<file path="config.mk">
export PLATFORM = sky130hd
export DESIGN_NAME = icf_ctrl
export DESIGN_NICKNAME = d
export VERILOG_FILES = /design/src/design/icf_pkg.sv /design/src/design/icf_ctrl.sv
export SDC_FILE = /design/constraint.sdc
export NUM_CORES = 1
export LEC_CHECK = 0
export ABC_AREA = 1
export BUFFER_PORTS_ARGS = -buffer_cell sky130_fd_sc_hd__buf_2
export CORE_AREA = 2 2 39 41
export DETAILED_ROUTE_END_ITERATION = 16
export DIE_AREA = 0 0 41 43
export SKIP_CTS_REPAIR_TIMING = 1
export SLEW_MARGIN = 40
export SYNTH_ARGS = -nofsm -noshare
export SYNTH_HDL_FRONTEND = slang
export SYNTH_SLANG_ARGS = --single-unit
</file>
<file path="constraint.sdc">
create_clock -name clk -period 1.7 [get_ports clk]
set_input_delay 0.17 -clock clk [delete_from_list [all_inputs] [get_ports clk]]
set_output_delay 0.17 -clock clk [all_outputs]
set_load 0.005 [all_outputs]
</file>
<file path="src/design/icf_pkg.sv">
`timescale 1ns / 1ps

package icf_pkg;

    localparam int DATA_CAPACITY = 32768;
    localparam int ADDR_W        = $clog2(DATA_CAPACITY);
    // emit index runs up to capacity plus header and trailer bytes
    localparam int CNT_W         = $clog2(DATA_CAPACITY + 12);

    localparam logic [1:0] OP_PUSH = 2'd0;
    localparam logic [1:0] OP_END  = 2'd1;
    localparam logic [1:0] OP_PULL = 2'd2;

    localparam logic [1:0] STAT_OK      = 2'd0;
    localparam logic [1:0] STAT_REFUSED = 2'd1;
    localparam logic [1:0] STAT_NOTHING = 2'd2;

    localparam logic [7:0] TAG_0 = 8'd73;
    localparam logic [7:0] TAG_1 = 8'd68;
    localparam logic [7:0] TAG_2 = 8'd65;
    localparam logic [7:0] TAG_3 = 8'd84;

    localparam logic [31:0] CRC_POLY = 32'hEDB8_8320;

    typedef struct packed {
        logic [1:0] operation;
        logic [7:0] data_byte;
    } req_t;

    typedef struct packed {
        logic [7:0] out_byte;
        logic       out_valid;
        logic       chunk_last;
        logic [1:0] status;
    } rsp_t;

    typedef enum logic {
        ST_IDLE,
        ST_READ
    } ctrl_state_t;

    typedef enum logic [1:0] {
        RS_STATUS,
        RS_PULL,
        RS_RAM
    } res_sel_t;

    typedef struct packed {
        logic       push_en;
        logic       end_short;
        logic       end_stream;
        logic       pull_step;
        logic       pull_read;
        logic       res_load;
        res_sel_t   res_sel;
        logic [1:0] res_status;
    } icf_cmd_t;

    typedef struct packed {
        logic draining;
        logic seen_two;
        logic data_region;
        logic rsp_valid;
    } icf_stat_t;

    // reflected CRC-32, one byte
    function automatic logic [31:0] crc_byte(logic [31:0] crc, logic [7:0] b);
        logic [31:0] c;
        c = crc ^ {24'd0, b};
        for (int k = 0; k < 8; k++) begin
            c = c[0] ? ((c >> 1) ^ CRC_POLY) : (c >> 1);
        end
        return c;
    endfunction

    function automatic logic [7:0] tag_byte(logic [1:0] pos);
        logic [7:0] t;
        case (pos)
            2'd0:    t = TAG_0;
            2'd1:    t = TAG_1;
            2'd2:    t = TAG_2;
            default: t = TAG_3;
        endcase
        return t;
    endfunction

    function automatic logic [7:0] be_byte(logic [31:0] v, logic [1:0] pos);
        logic [7:0] t;
        case (pos)
            2'd0:    t = v[31:24];
            2'd1:    t = v[23:16];
            2'd2:    t = v[15:8];
            default: t = v[7:0];
        endcase
        return t;
    endfunction

    localparam logic [31:0] CRC_SEED =
        crc_byte(crc_byte(crc_byte(crc_byte(32'hFFFF_FFFF, TAG_0), TAG_1), TAG_2), TAG_3);

endpackage

</file>
<file path="src/design/icf_ctrl.sv">
`timescale 1ns / 1ps

module icf_ctrl
    import icf_pkg::*;
(
    input  logic        clk,
    input  logic        rst_n,
    input  logic        req_valid,
    input  req_t        req_data,
    output logic        req_stall,
    input  logic        rsp_stall,
    input  icf_stat_t   st,
    output icf_cmd_t    cmd
);

    ctrl_state_t state_reg, state_next;
    logic        accept;

    // output slot must be free (or emptying) before an item is taken
    assign req_stall = (state_reg != ST_IDLE) || (st.rsp_valid && rsp_stall);
    assign accept    = req_valid && !req_stall;

    always_ff @(posedge clk or negedge rst_n) begin
        if (!rst_n) begin
            state_reg <= ST_IDLE;
        end else begin
            state_reg <= state_next;
        end
    end

    always_comb begin
        state_next     = state_reg;
        cmd            = '0;
        cmd.res_sel    = RS_STATUS;
        cmd.res_status = STAT_OK;
        case (state_reg)
            ST_IDLE: begin
                if (accept) begin
                    cmd.res_load = 1'b1;
                    case (req_data.operation)
                        OP_PUSH: begin
                            if (st.draining) begin
                                cmd.res_status = STAT_REFUSED;
                            end else begin
                                cmd.push_en = 1'b1;
                            end
                        end
                        OP_END: begin
                            if (st.draining) begin
                                cmd.res_status = STAT_REFUSED;
                            end else if (!st.seen_two) begin
                                cmd.end_short = 1'b1;
                            end else begin
                                cmd.end_stream = 1'b1;
                            end
                        end
                        OP_PULL: begin
                            if (!st.draining) begin
                                cmd.res_status = STAT_NOTHING;
                            end else if (st.data_region) begin
                                // buffer byte: result is loaded from the read port in ST_READ
                                cmd.res_load  = 1'b0;
                                cmd.pull_read = 1'b1;
                                cmd.pull_step = 1'b1;
                                state_next    = ST_READ;
                            end else begin
                                cmd.pull_step = 1'b1;
                                cmd.res_sel   = RS_PULL;
                            end
                        end
                        default: begin
                            cmd.res_status = STAT_NOTHING;
                        end
                    endcase
                end
            end
            ST_READ: begin
                cmd.res_load = 1'b1;
                cmd.res_sel  = RS_RAM;
                state_next   = ST_IDLE;
            end
            default: begin
                state_next = ST_IDLE;
            end
        endcase
    end

endmodule

</file>
Word level (Yosys, flattened, before mapping)
Cells that the tools add are included.
- logic and storage cells: 32
- input port bits: 18
- output and inout bits: 11
- flip-flop bits (word level): 1
- bitwise gates (word level): 1
- multiplexer cells: 22
- reductions and logical operators: 6
- equality and inequality tests: 2
- operator list (cell ; count):
    2-to-1 mux 5 bit ; 3
    2-to-1 mux 1 bit ; 10
    2-to-1 mux 10 bit ; 1
    2-to-1 mux 2 bit ; 5
    one-hot mux 3 bit (2 select lines) ; 1
    one-hot mux 2 bit (2 select lines) ; 1
    equality test 2 x 1 -> 1 bit (second input constant) ; 1
    equality test 2 bit (second input constant) ; 1
    logical AND 1 bit ; 2
    logical NOT 2 bit ; 1
    one-hot mux 1 bit (2 select lines) ; 1
    OR reduction 2 bit ; 1
    logical NOT 1 bit ; 1
    logical OR 1 bit ; 1
    NOT 1 bit ; 1

Logic depth before layout (Yosys ltp)
Gate-level depths: netlist of run 1.
- depth after elaboration: 6
- mapped depth: 5
- depth with buffers taken out: 5

Least setup slack after synthesis of run 1
Ideal clock, no wire load.
- path type: register to output
- start: register state_reg
- end: output port cmd[5] (netlist bit)
- stages on the path, launching flop included: 5
- setup slack: 698 ps
- arrival: 832 ps
- path through: dfrtp_1 -> inv_1 -> nand3_4 -> nor2_1 -> buf_4
- RTL lines (element ; line ; RTL):
    from (decl) ; icf_ctrl.sv:16 ; ctrl_state_t state_reg, state_next;
    from (signal assigned) ; icf_ctrl.sv:27 ; state_reg <= state_next;
    to (decl) ; icf_ctrl.sv:13 ; output icf_cmd_t cmd

==> report_table.html, run 1 <==
<table>
<tr><th>Metric</th><th>Value</th></tr>
<tr><th colspan="2">Run status</th></tr>
<tr><td>Run status</td><td>complete, no violations</td></tr>
<tr><th colspan="2">Final layout</th></tr>
<tr><td>Final instance area</td><td>287.8 um2</td></tr>
<tr><td>Number of flip-flops under the largest register name</td><td>1</td></tr>
<tr><td>Non-filler instance count after layout</td><td>64</td></tr>
<tr><td>Number of nets in the final layout</td><td>68</td></tr>
<tr><td>Proportion of layout cells with a drive suffix above 1</td><td>0.4792</td></tr>
<tr><td>Final Util</td><td>0.2080</td></tr>
<tr><td>Area growth, synth to finish</td><td>66.67%</td></tr>
<tr><td>Fillers</td><td>171</td></tr>
<tr><td>Antenna fix cells</td><td>0</td></tr>
<tr><th colspan="2">Critical path</th></tr>
<tr><td>Biggest cell delay along the critical path</td><td>0.35 ns</td></tr>
<tr><td>Worst r2r dst</td><td>state_reg$_DFF_PN0_</td></tr>
<tr><td>Depth of the worst register-to-register path</td><td>3</td></tr>
<tr><td>Crit path DAT</td><td>0.88 ns</td></tr>
<tr><td>Category of the most critical setup path</td><td>reg2out</td></tr>
<tr><td>Critical path's slowest cell</td><td>dfrtp_1</td></tr>
<tr><td>Cell breakdown of the critical path</td><td>inv_1 -&gt; nand3_4 -&gt; nor2_1 -&gt; buf_2</td></tr>
<tr><td>Largest fanout on the critical path</td><td>8</td></tr>
<tr><td>Nature of the critical path endpoint</td><td>output port</td></tr>
<tr><td>Kind of cell adding the most delay to the critical path</td><td>flip-flops</td></tr>
<tr><td>Worst Path Buf+Inv</td><td>2</td></tr>
<tr><td>Crit path launch</td><td>state_reg$_DFF_PN0_</td></tr>
<tr><td>Critical path data required time</td><td>1.53 ns</td></tr>
<tr><td>Type of origin of the critical path</td><td>flip-flop</td></tr>
<tr><td>Register-to-register setup slack</td><td>0.86 ns</td></tr>
<tr><td>Worst R2R Start</td><td>state_reg$_DFF_PN0_</td></tr>
<tr><th colspan="2">Clock network</th></tr>
<tr><td>Clock input transition at the sequential cells of the worst setup and hold paths</td><td>0 ns</td></tr>
<tr><td>Clock latency on the worst-skew pair</td><td>0 ns</td></tr>
<tr><th colspan="2">Pwr</th></tr>
<tr><td>Power share of the sequential group</td><td>0.348</td></tr>
<tr><td>IR drop worst, VDD</td><td>0.07169 mV</td></tr>
<tr><td>Switching power of the nets</td><td>0.00002522 W</td></tr>
<tr><td>Proportion of total power due to net switching</td><td>0.3550</td></tr>
<tr><td>Lkg Pwr</td><td>0.1796 nW</td></tr>
<tr><td>Design internal power</td><td>0.00004581 W</td></tr>
<tr><td>Proportion of power drawn by the clock network</td><td>0</td></tr>
<tr><td>Proportion of power drawn by combinational gates</td><td>0.652</td></tr>
<tr><td>Power density over the cells</td><td>246.8 mW/mm2</td></tr>
<tr><th colspan="2">Yosys</th></tr>
<tr><td>Count of flip-flops with a built-in enable after synthesis</td><td>0</td></tr>
<tr><td>Cells after Synth</td><td>29</td></tr>
<tr><td>Top cells by instance count after synthesis</td><td>8 x nor2_1, 5 x inv_1, 5 x nand2_1</td></tr>
<tr><td>Netlist cell types</td><td>11</td></tr>
<tr><td>Largest area contributor in the synthesized netlist</td><td>nor2_1</td></tr>
<tr><td>Most numerous cell in the Yosys netlist</td><td>nor2_1</td></tr>
<tr><td>Post-synthesis async set-or-reset flop share</td><td>1.000</td></tr>
<tr><td>Register area share after synthesis</td><td>0.1449</td></tr>
<tr><td>Synth area leaders</td><td>nor2_1 17%, dfrtp_1 14%, inv_1 11%, nand2_1 11%, nand3_4 10%</td></tr>
<tr><td>Cell area after synthesis</td><td>172.7 um2</td></tr>
<tr><td>Top FF cell, synth</td><td>dfrtp_1</td></tr>
<tr><td>Yosys warning count</td><td>0</td></tr>
<tr><td>Proportion of netlist area held by the largest area contributor</td><td>0.1739</td></tr>
<tr><td>Number of nets in the synthesized netlist</td><td>47</td></tr>
<tr><td>Number of synthesized register bits</td><td>1</td></tr>
<tr><td>Syn Area/Cell</td><td>5.954 um2</td></tr>
<tr><th colspan="2">Routing</th></tr>
<tr><td>Drt wl/cell</td><td>7.641 um</td></tr>
<tr><td>Residual DRC</td><td>0</td></tr>
<tr><td>Vias post-DR</td><td>238</td></tr>
<tr><td>Remaining antenna violation count</td><td>0</td></tr>
<tr><td>Number of DRC violations after detailed-routing iteration 0</td><td>5</td></tr>
<tr><td>Average vias per placed instance</td><td>3.719</td></tr>
<tr><td>Total Routed Length</td><td>489 um</td></tr>
<tr><td>Detailed-router iteration count before antenna repair</td><td>4</td></tr>
<tr><th colspan="2">Global route</th></tr>
<tr><td>Overflow left after global routing</td><td>0</td></tr>
<tr><td>Maximum number of pins on one net before global-route repair</td><td>9</td></tr>
<tr><td>Overall routing resource usage</td><td>0.04700</td></tr>
<tr><td>Global Route met1 Usage</td><td>0.08254</td></tr>
<tr><td>Met3 Resource Use GR</td><td>0.01047</td></tr>
<tr><td>Global-route wire length before repair</td><td>621 um</td></tr>
<tr><td>Initial antenna violation count</td><td>0</td></tr>
<tr><td>Vias in the first global route</td><td>135</td></tr>
<tr><td>Top Usage Layer GRT</td><td>met1</td></tr>
<tr><td>M2 GR Usage</td><td>0.05938</td></tr>
<tr><th colspan="2">Timing</th></tr>
<tr><td>Final number of setup-violating endpoints</td><td>0</td></tr>
<tr><td>Post-route clock period utilization</td><td>0.6197</td></tr>
<tr><td>Minimum clock period</td><td>1.053 ns</td></tr>
<tr><td>Clock skew</td><td>0 ns</td></tr>
<tr><td>Total negative slack</td><td>0 ns</td></tr>
<tr><td>RSZ-0062 raised after global routing</td><td>false</td></tr>
<tr><td>Slew Limit Headroom</td><td>0.9128</td></tr>
<tr><td>Final Slew Violations</td><td>0</td></tr>
<tr><td>Minimum hold slack</td><td>0.4814 ns</td></tr>
<tr><td>Slew of the pin with the lowest slew margin</td><td>0.1299 ns</td></tr>
<tr><td>Achievable frequency</td><td>949.2 MHz</td></tr>
<tr><td>Number of hold-slack violations in the final timing report</td><td>0</td></tr>
<tr><th colspan="2">Placed design</th></tr>
<tr><td>Total placed cells including tap cells</td><td>63</td></tr>
<tr><td>DP Area</td><td>277.8 um2</td></tr>
<tr><td>Final RePlAce weighted congestion</td><td>0.6496</td></tr>
<tr><td>Buffers on Ports</td><td>20</td></tr>
<tr><th colspan="2">Flow run</th></tr>
<tr><td>Max-cap viol count</td><td>0</td></tr>
<tr><th colspan="2">Floorplan</th></tr>
<tr><td>Number of top-level pins</td><td>29</td></tr>
<tr><td>Vertical extent of the die</td><td>43 um</td></tr>
<tr><td>Core footprint</td><td>0.001384 mm2</td></tr>
<tr><td>Die width</td><td>41 um</td></tr>
<tr><td>Full die area</td><td>0.001763 mm2</td></tr>
<tr><td>Row cnt</td><td>14</td></tr>
<tr><td>Initial Utilization</td><td>0.1248</td></tr>
<tr><th colspan="2">Worst hold path</th></tr>
<tr><td>Type of the tightest min-delay check</td><td>in2async</td></tr>
</table>
[power by group through the flow]
| stage | clock network (W) | logic, W | registers [W] |
|---|---|---|---|
| finish | 0 | 0.0000463 | 0.0000247 |
| global route | 0 | 0.0000524 | 0.0000247 |
| CTS | 0 | 0.0000453 | 0.0000247 |
| detailed placement | 0 | 0.0000452 | 0.0000247 |
| global placement | 0 | 0.0000447 | 0.0000247 |
| floorplan | 0 | 0.0000211 | 0.0000247 |
[area by class of cell]
cell class | instances | area, um2 | area share
inverters | 5 | 18.77 | 0.06522
repair buffers | 21 | 110.1 | 0.3826
well taps | 16 | 20.02 | 0.06957
multi-input cells | 21 | 113.9 | 0.3957
flip-flops and latches | 1 | 25.02 | 0.08696
[stage by stage]
stage | worst slack [ns] | total power, W
floorplan | 0.6983 | 0.00004577
global placement | 0.6141 | 0.00006936
detailed placement | 0.6162 | 0.00006988
CTS | 0.6168 | 0.00006998
global route | 0.5733 | 0.00007712
finish | 0.6465 | 0.00007103
[cells in the final DEF (no fill, tap or decap), drive strengths merged]
cell type,instances
nand2,5
nor3,2
nand4,2
buf,20
inv,5
nand3,4
dlygate4sd3,1
dfrtp,1
nor2,8
[how the worst max path moves through the flow]
stage,slack (ns),cells past startpoint,endpoint
after CTS,0.62,4,cmd[5]
after global placement,0.61,4,cmd[5]
after floorplan,0.70,4,cmd[5]
final,0.65,4,cmd[5]
after global routing,0.57,4,cmd[2]
after detailed placement,0.62,4,cmd[5]
[worst reg2reg max path: cells and delay by family, from the launching register on]
kind / cells / cell delay [ns]
flip-flops: 1 / 0.35
AND/OR/NAND/NOR: 2 / 0.28
buffers and inverters: 1 / 0.12
[layer usage]
metal,up-vias,part of all wire
met3,0,0.14
met2,15,0.38
li1,129,-
met5,-,0
met4,0,0
met1,94,0.48
[cell families (layout without fill, tap and decap cells)]
logic type,after synthesis,count (layout),synth area share
buffers and inverters,7,26,0.1956
DFF,1,1,0.1449
and+or+nand+nor,21,21,0.6594
(Power assumes the default switching activity.)
==> inputs of run 2 (changes only) <==
- ABC_AREA: 1 -> 0
- clock period: 1.7 -> 1.1 ns (I/O delays scaled with it)
==> run 2 against run 1 <==
Against the previous run:
- the run now ends with negative setup slack left
- sequential power rose by 55%
- core utilization rose by 5.1 points
- die area did not move
- combinational power rose by 100%
- sequential share of layout area fell by 1.7 points
- total power rose by 87%
- synthesized area rose by 20%
- hold slack got worse by 0.058 ns
- critical path type unchanged
- critical endpoint is now cmd[1]
==> report_table.html, run 2 <==
<table>
<tr><th>Metric</th><th>Value</th></tr>
<tr><th colspan="2">Run status</th></tr>
<tr><td>Run status</td><td>finished, violations left</td></tr>
<tr><td>Violations in the final reports</td><td>negative setup slack</td></tr>
<tr><th colspan="2">Placed design</th></tr>
<tr><td>Final RePlAce weighted congestion</td><td>0.7361</td></tr>
<tr><td>Buffers on Ports</td><td>20</td></tr>
<tr><td>Worst slack at placement</td><td>-0.1353 ns</td></tr>
<tr><td>HPWL after DPL</td><td>464.3 um</td></tr>
<tr><th colspan="2">Critical path</th></tr>
<tr><td>Nature of the critical path endpoint</td><td>output port</td></tr>
<tr><td>Largest fanout on the critical path</td><td>7</td></tr>
<tr><td>Crit path DAT</td><td>1.01 ns</td></tr>
<tr><td>Type of origin of the critical path</td><td>flip-flop</td></tr>
<tr><td>Biggest cell delay along the critical path</td><td>0.37 ns</td></tr>
<tr><td>Critical path's slowest cell</td><td>dfrtp_1</td></tr>
<tr><td>Cell breakdown of the critical path</td><td>a21o_4 -&gt; a2111oi_4 -&gt; buf_2</td></tr>
<tr><td>Critical path data required time</td><td>0.99 ns</td></tr>
<tr><td>Worst Path Buf+Inv</td><td>1</td></tr>
<tr><td>Kind of cell adding the most delay to the critical path</td><td>compound AO/OA/AOI/OAI gates</td></tr>
<tr><td>Category of the most critical setup path</td><td>reg2out</td></tr>
<tr><th colspan="2">Floorplan</th></tr>
<tr><td>Core footprint</td><td>0.001384 mm2</td></tr>
<tr><td>Die width</td><td>41 um</td></tr>
<tr><td>Initial Utilization</td><td>0.1492</td></tr>
<tr><td>Row cnt</td><td>14</td></tr>
<tr><td>Number of top-level pins</td><td>29</td></tr>
<tr><td>Vertical extent of the die</td><td>43 um</td></tr>
<tr><td>Full die area</td><td>0.001763 mm2</td></tr>
<tr><th colspan="2">Pwr</th></tr>
<tr><td>Proportion of power drawn by the clock network</td><td>0</td></tr>
<tr><td>Power share of the sequential group</td><td>0.289</td></tr>
<tr><td>Proportion of total power due to net switching</td><td>0.3655</td></tr>
<tr><td>Proportion of power drawn by combinational gates</td><td>0.711</td></tr>
<tr><td>Design internal power</td><td>0.00008412 W</td></tr>
<tr><td>Lkg Pwr</td><td>0.1880 nW</td></tr>
<tr><td>IR drop worst, VDD</td><td>0.09250 mV</td></tr>
<tr><td>Switching power of the nets</td><td>0.00004846 W</td></tr>
<tr><td>Power density over the cells</td><td>370.5 mW/mm2</td></tr>
<tr><th colspan="2">Timing</th></tr>
<tr><td>RSZ-0062 raised after global routing</td><td>true</td></tr>
<tr><td>Final Slew Violations</td><td>0</td></tr>
<tr><td>Crit path setup slack, layout</td><td>-0.02410 ns</td></tr>
<tr><td>Slew of the pin with the lowest slew margin</td><td>0.2865 ns</td></tr>
<tr><td>Slew Limit Headroom</td><td>0.8088</td></tr>
<tr><td>Post-route clock period utilization</td><td>1.022</td></tr>
<tr><td>Number of hold-slack violations in the final timing report</td><td>0</td></tr>
<tr><td>Minimum hold slack</td><td>0.4233 ns</td></tr>
<tr><td>Clock skew</td><td>0 ns</td></tr>
<tr><td>Final number of setup-violating endpoints</td><td>1</td></tr>
<tr><td>Achievable frequency</td><td>889.6 MHz</td></tr>
<tr><td>Minimum clock period</td><td>1.124 ns</td></tr>
<tr><th colspan="2">Clock network</th></tr>
<tr><td>Clock input transition at the sequential cells of the worst setup and hold paths</td><td>0 ns</td></tr>
<tr><td>Clock latency on the worst-skew pair</td><td>0 ns</td></tr>
<tr><th colspan="2">Yosys</th></tr>
<tr><td>Largest family of logic cells by synthesized area</td><td>simple AND/OR/NAND/NOR gates</td></tr>
<tr><td>Most numerous cell in the Yosys netlist</td><td>inv_1</td></tr>
<tr><td>Top cells by instance count after synthesis</td><td>5 x inv_1, 3 x nor3_1, 2 x buf_4, 2 x nor4_1</td></tr>
<tr><td>Cells after Synth</td><td>25</td></tr>
<tr><td>Number of synthesized register bits</td><td>1</td></tr>
<tr><td>Proportion of netlist area held by the largest area contributor</td><td>0.1333</td></tr>
<tr><td>Synth area leaders</td><td>a2111oi_4 13%, dfrtp_1 12%, inv_1 9.1%, nor3_1 7.3%, buf_4 7.3%</td></tr>
<tr><td>Largest area contributor in the synthesized netlist</td><td>a2111oi_4</td></tr>
<tr><td>XOR/XNOR Fraction of Synth Area</td><td>0</td></tr>
<tr><td>Mux contribution to synthesized area</td><td>0</td></tr>
<tr><td>Top FF cell, synth</td><td>dfrtp_1</td></tr>
<tr><td>Cell area after synthesis</td><td>206.4 um2</td></tr>
<tr><td>Count of flip-flops with a built-in enable after synthesis</td><td>0</td></tr>
<tr><td>Syn Area/Cell</td><td>8.258 um2</td></tr>
<tr><td>Yosys warning count</td><td>0</td></tr>
<tr><td>Number of nets in the synthesized netlist</td><td>43</td></tr>
<tr><td>Post-Synth Adder-Cell Area</td><td>0</td></tr>
<tr><td>Netlist cell types</td><td>17</td></tr>
<tr><td>Post-synthesis async set-or-reset flop share</td><td>1.000</td></tr>
<tr><td>Complex-gate fraction of the synthesized area</td><td>0.2121</td></tr>
<tr><td>Register area share after synthesis</td><td>0.1212</td></tr>
<tr><td>Synth Area in Simple Gates</td><td>0.4485</td></tr>
<tr><th colspan="2">Global route</th></tr>
<tr><td>Overflow left after global routing</td><td>0</td></tr>
<tr><td>Initial antenna violation count</td><td>0</td></tr>
<tr><td>Vias in the first global route</td><td>169</td></tr>
<tr><td>Overall routing resource usage</td><td>0.05411</td></tr>
<tr><td>Global-route wire length before repair</td><td>717 um</td></tr>
<tr><td>Maximum number of pins on one net before global-route repair</td><td>8</td></tr>
<tr><th colspan="2">Final layout</th></tr>
<tr><td>Area growth, synth to finish</td><td>73.33%</td></tr>
<tr><td>Proportion of layout cells with a drive suffix above 1</td><td>0.6667</td></tr>
<tr><td>Most frequent standard cell in the layout excluding fill and tap cells</td><td>buf_2</td></tr>
<tr><td>Antenna fix cells</td><td>0</td></tr>
<tr><td>Number of flip-flops under the largest register name</td><td>1</td></tr>
<tr><td>Highest-count cells in the layout ignoring fill and taps</td><td>20 x buf_2, 5 x inv_1, 3 x nor3_2</td></tr>
<tr><td>Number of nets in the final layout</td><td>65</td></tr>
<tr><th colspan="2">Routing</th></tr>
<tr><td>Residual DRC</td><td>0</td></tr>
<tr><td>Number of DRC violations after detailed-routing iteration 0</td><td>2</td></tr>
<tr><td>Average vias per placed instance</td><td>4.148</td></tr>
<tr><td>Total Routed Length</td><td>597 um</td></tr>
<tr><td>Drt wl/cell</td><td>9.787 um</td></tr>
<tr><td>Vias post-DR</td><td>253</td></tr>
<tr><td>Remaining antenna violation count</td><td>0</td></tr>
<tr><td>Detailed-router iteration count before antenna repair</td><td>2</td></tr>
<tr><th colspan="2">Flow run</th></tr>
<tr><td>Max-cap viol count</td><td>0</td></tr>
<tr><th colspan="2">Worst hold path</th></tr>
<tr><td>Type of the tightest min-delay check</td><td>in2async</td></tr>
</table>
run 2: cell types whose count changed in the layout (fill, tap and decap cells not counted), sizes merged, moves of 2 or more:
cell / previous run / this run
nand3: 4 / 0
nand4: 2 / 0
nor4: 0 / 3
nor2: 8 / 1
nand2: 5 / 1
buf: 20 / 22
run 2: stage by stage:
stage	setup TNS, ns	cell area, um2	util	std cells	power, W
finish	-0.02410	357.8	0.2586	61	0.0001326
global route	-0.2557	357.8	0.2586	61	0.0001414
CTS	-0.4858	320.3	0.2315	60	0.0001212
detailed placement	-0.4716	320.3	0.2315	60	0.0001209
global placement	-0.4673	320.3	0.2315	60	0.0001196
floorplan	0	211.5	-	25	0.00008309
run 2: metal layers:
metal	vias up	part of all wire	global-route usage
li1	130	-	-
met3	0	0.094	0
met4	0	0	0
met5	-	0	0
met1	111	0.42	0.07987
met2	12	0.49	0.09063
run 2: logic make-up after synthesis:
logic type / Yosys count
flip-flops: 1
AO/OA/AOI/OAI: 3
AND/OR/NAND/NOR: 13
buffers and inverters: 8
run 2: final cells by class:
cell class,count,area (um2)
timing repair buffer,23,128.9
multi-input combinational,16,165.2
fill,164,1026
tap,16,20.02
sequential,1,25.02
inverter,5,18.77
run 2: power groups by stage:
| stage | clock network, W | registers (W) | logic [W] |
|---|---|---|---|
| 6_report | 0 | 0.0000383 | 0.0000943 |
| 5_1_grt | 0 | 0.0000384 | 0.000103 |
| 4_1_cts | 0 | 0.0000383 | 0.0000829 |
| 3_5_place_dp | 0 | 0.0000383 | 0.0000827 |
| 3_3_place_gp | 0 | 0.0000383 | 0.0000813 |
| 2_1_floorplan | 0 | 0.0000383 | 0.0000448 |
run 2: final timing paths:
path / end / slack [ns] / cells after the start / from
worst max-delay path: cmd[1] / -0.02 / 3 / state_reg$_DFF_PN0_
worst min-delay path: state_reg$_DFF_PN0_ / 0.42 / 2 / rst_n
worst max register to register: state_reg$_DFF_PN0_ / 0.23 / 2 / state_reg$_DFF_PN0_
worst min register to register: state_reg$_DFF_PN0_ / 0.62 / 2 / state_reg$_DFF_PN0_
max in group asynchronous: state_reg$_DFF_PN0_ / 0.59 / 2 / rst_n
min in group clk: state_reg$_DFF_PN0_ / 0.44 / 3 / st[1]
run 2: worst reg2reg max path, delay by kind of cell, from the launching register on:
| family | cells | cell delay, ns |
|---|---|---|
| DFF | 1 | 0.37 |
| AOI/OAI and AO/OA | 1 | 0.24 |
| and+or+nand+nor | 1 | 0.18 |
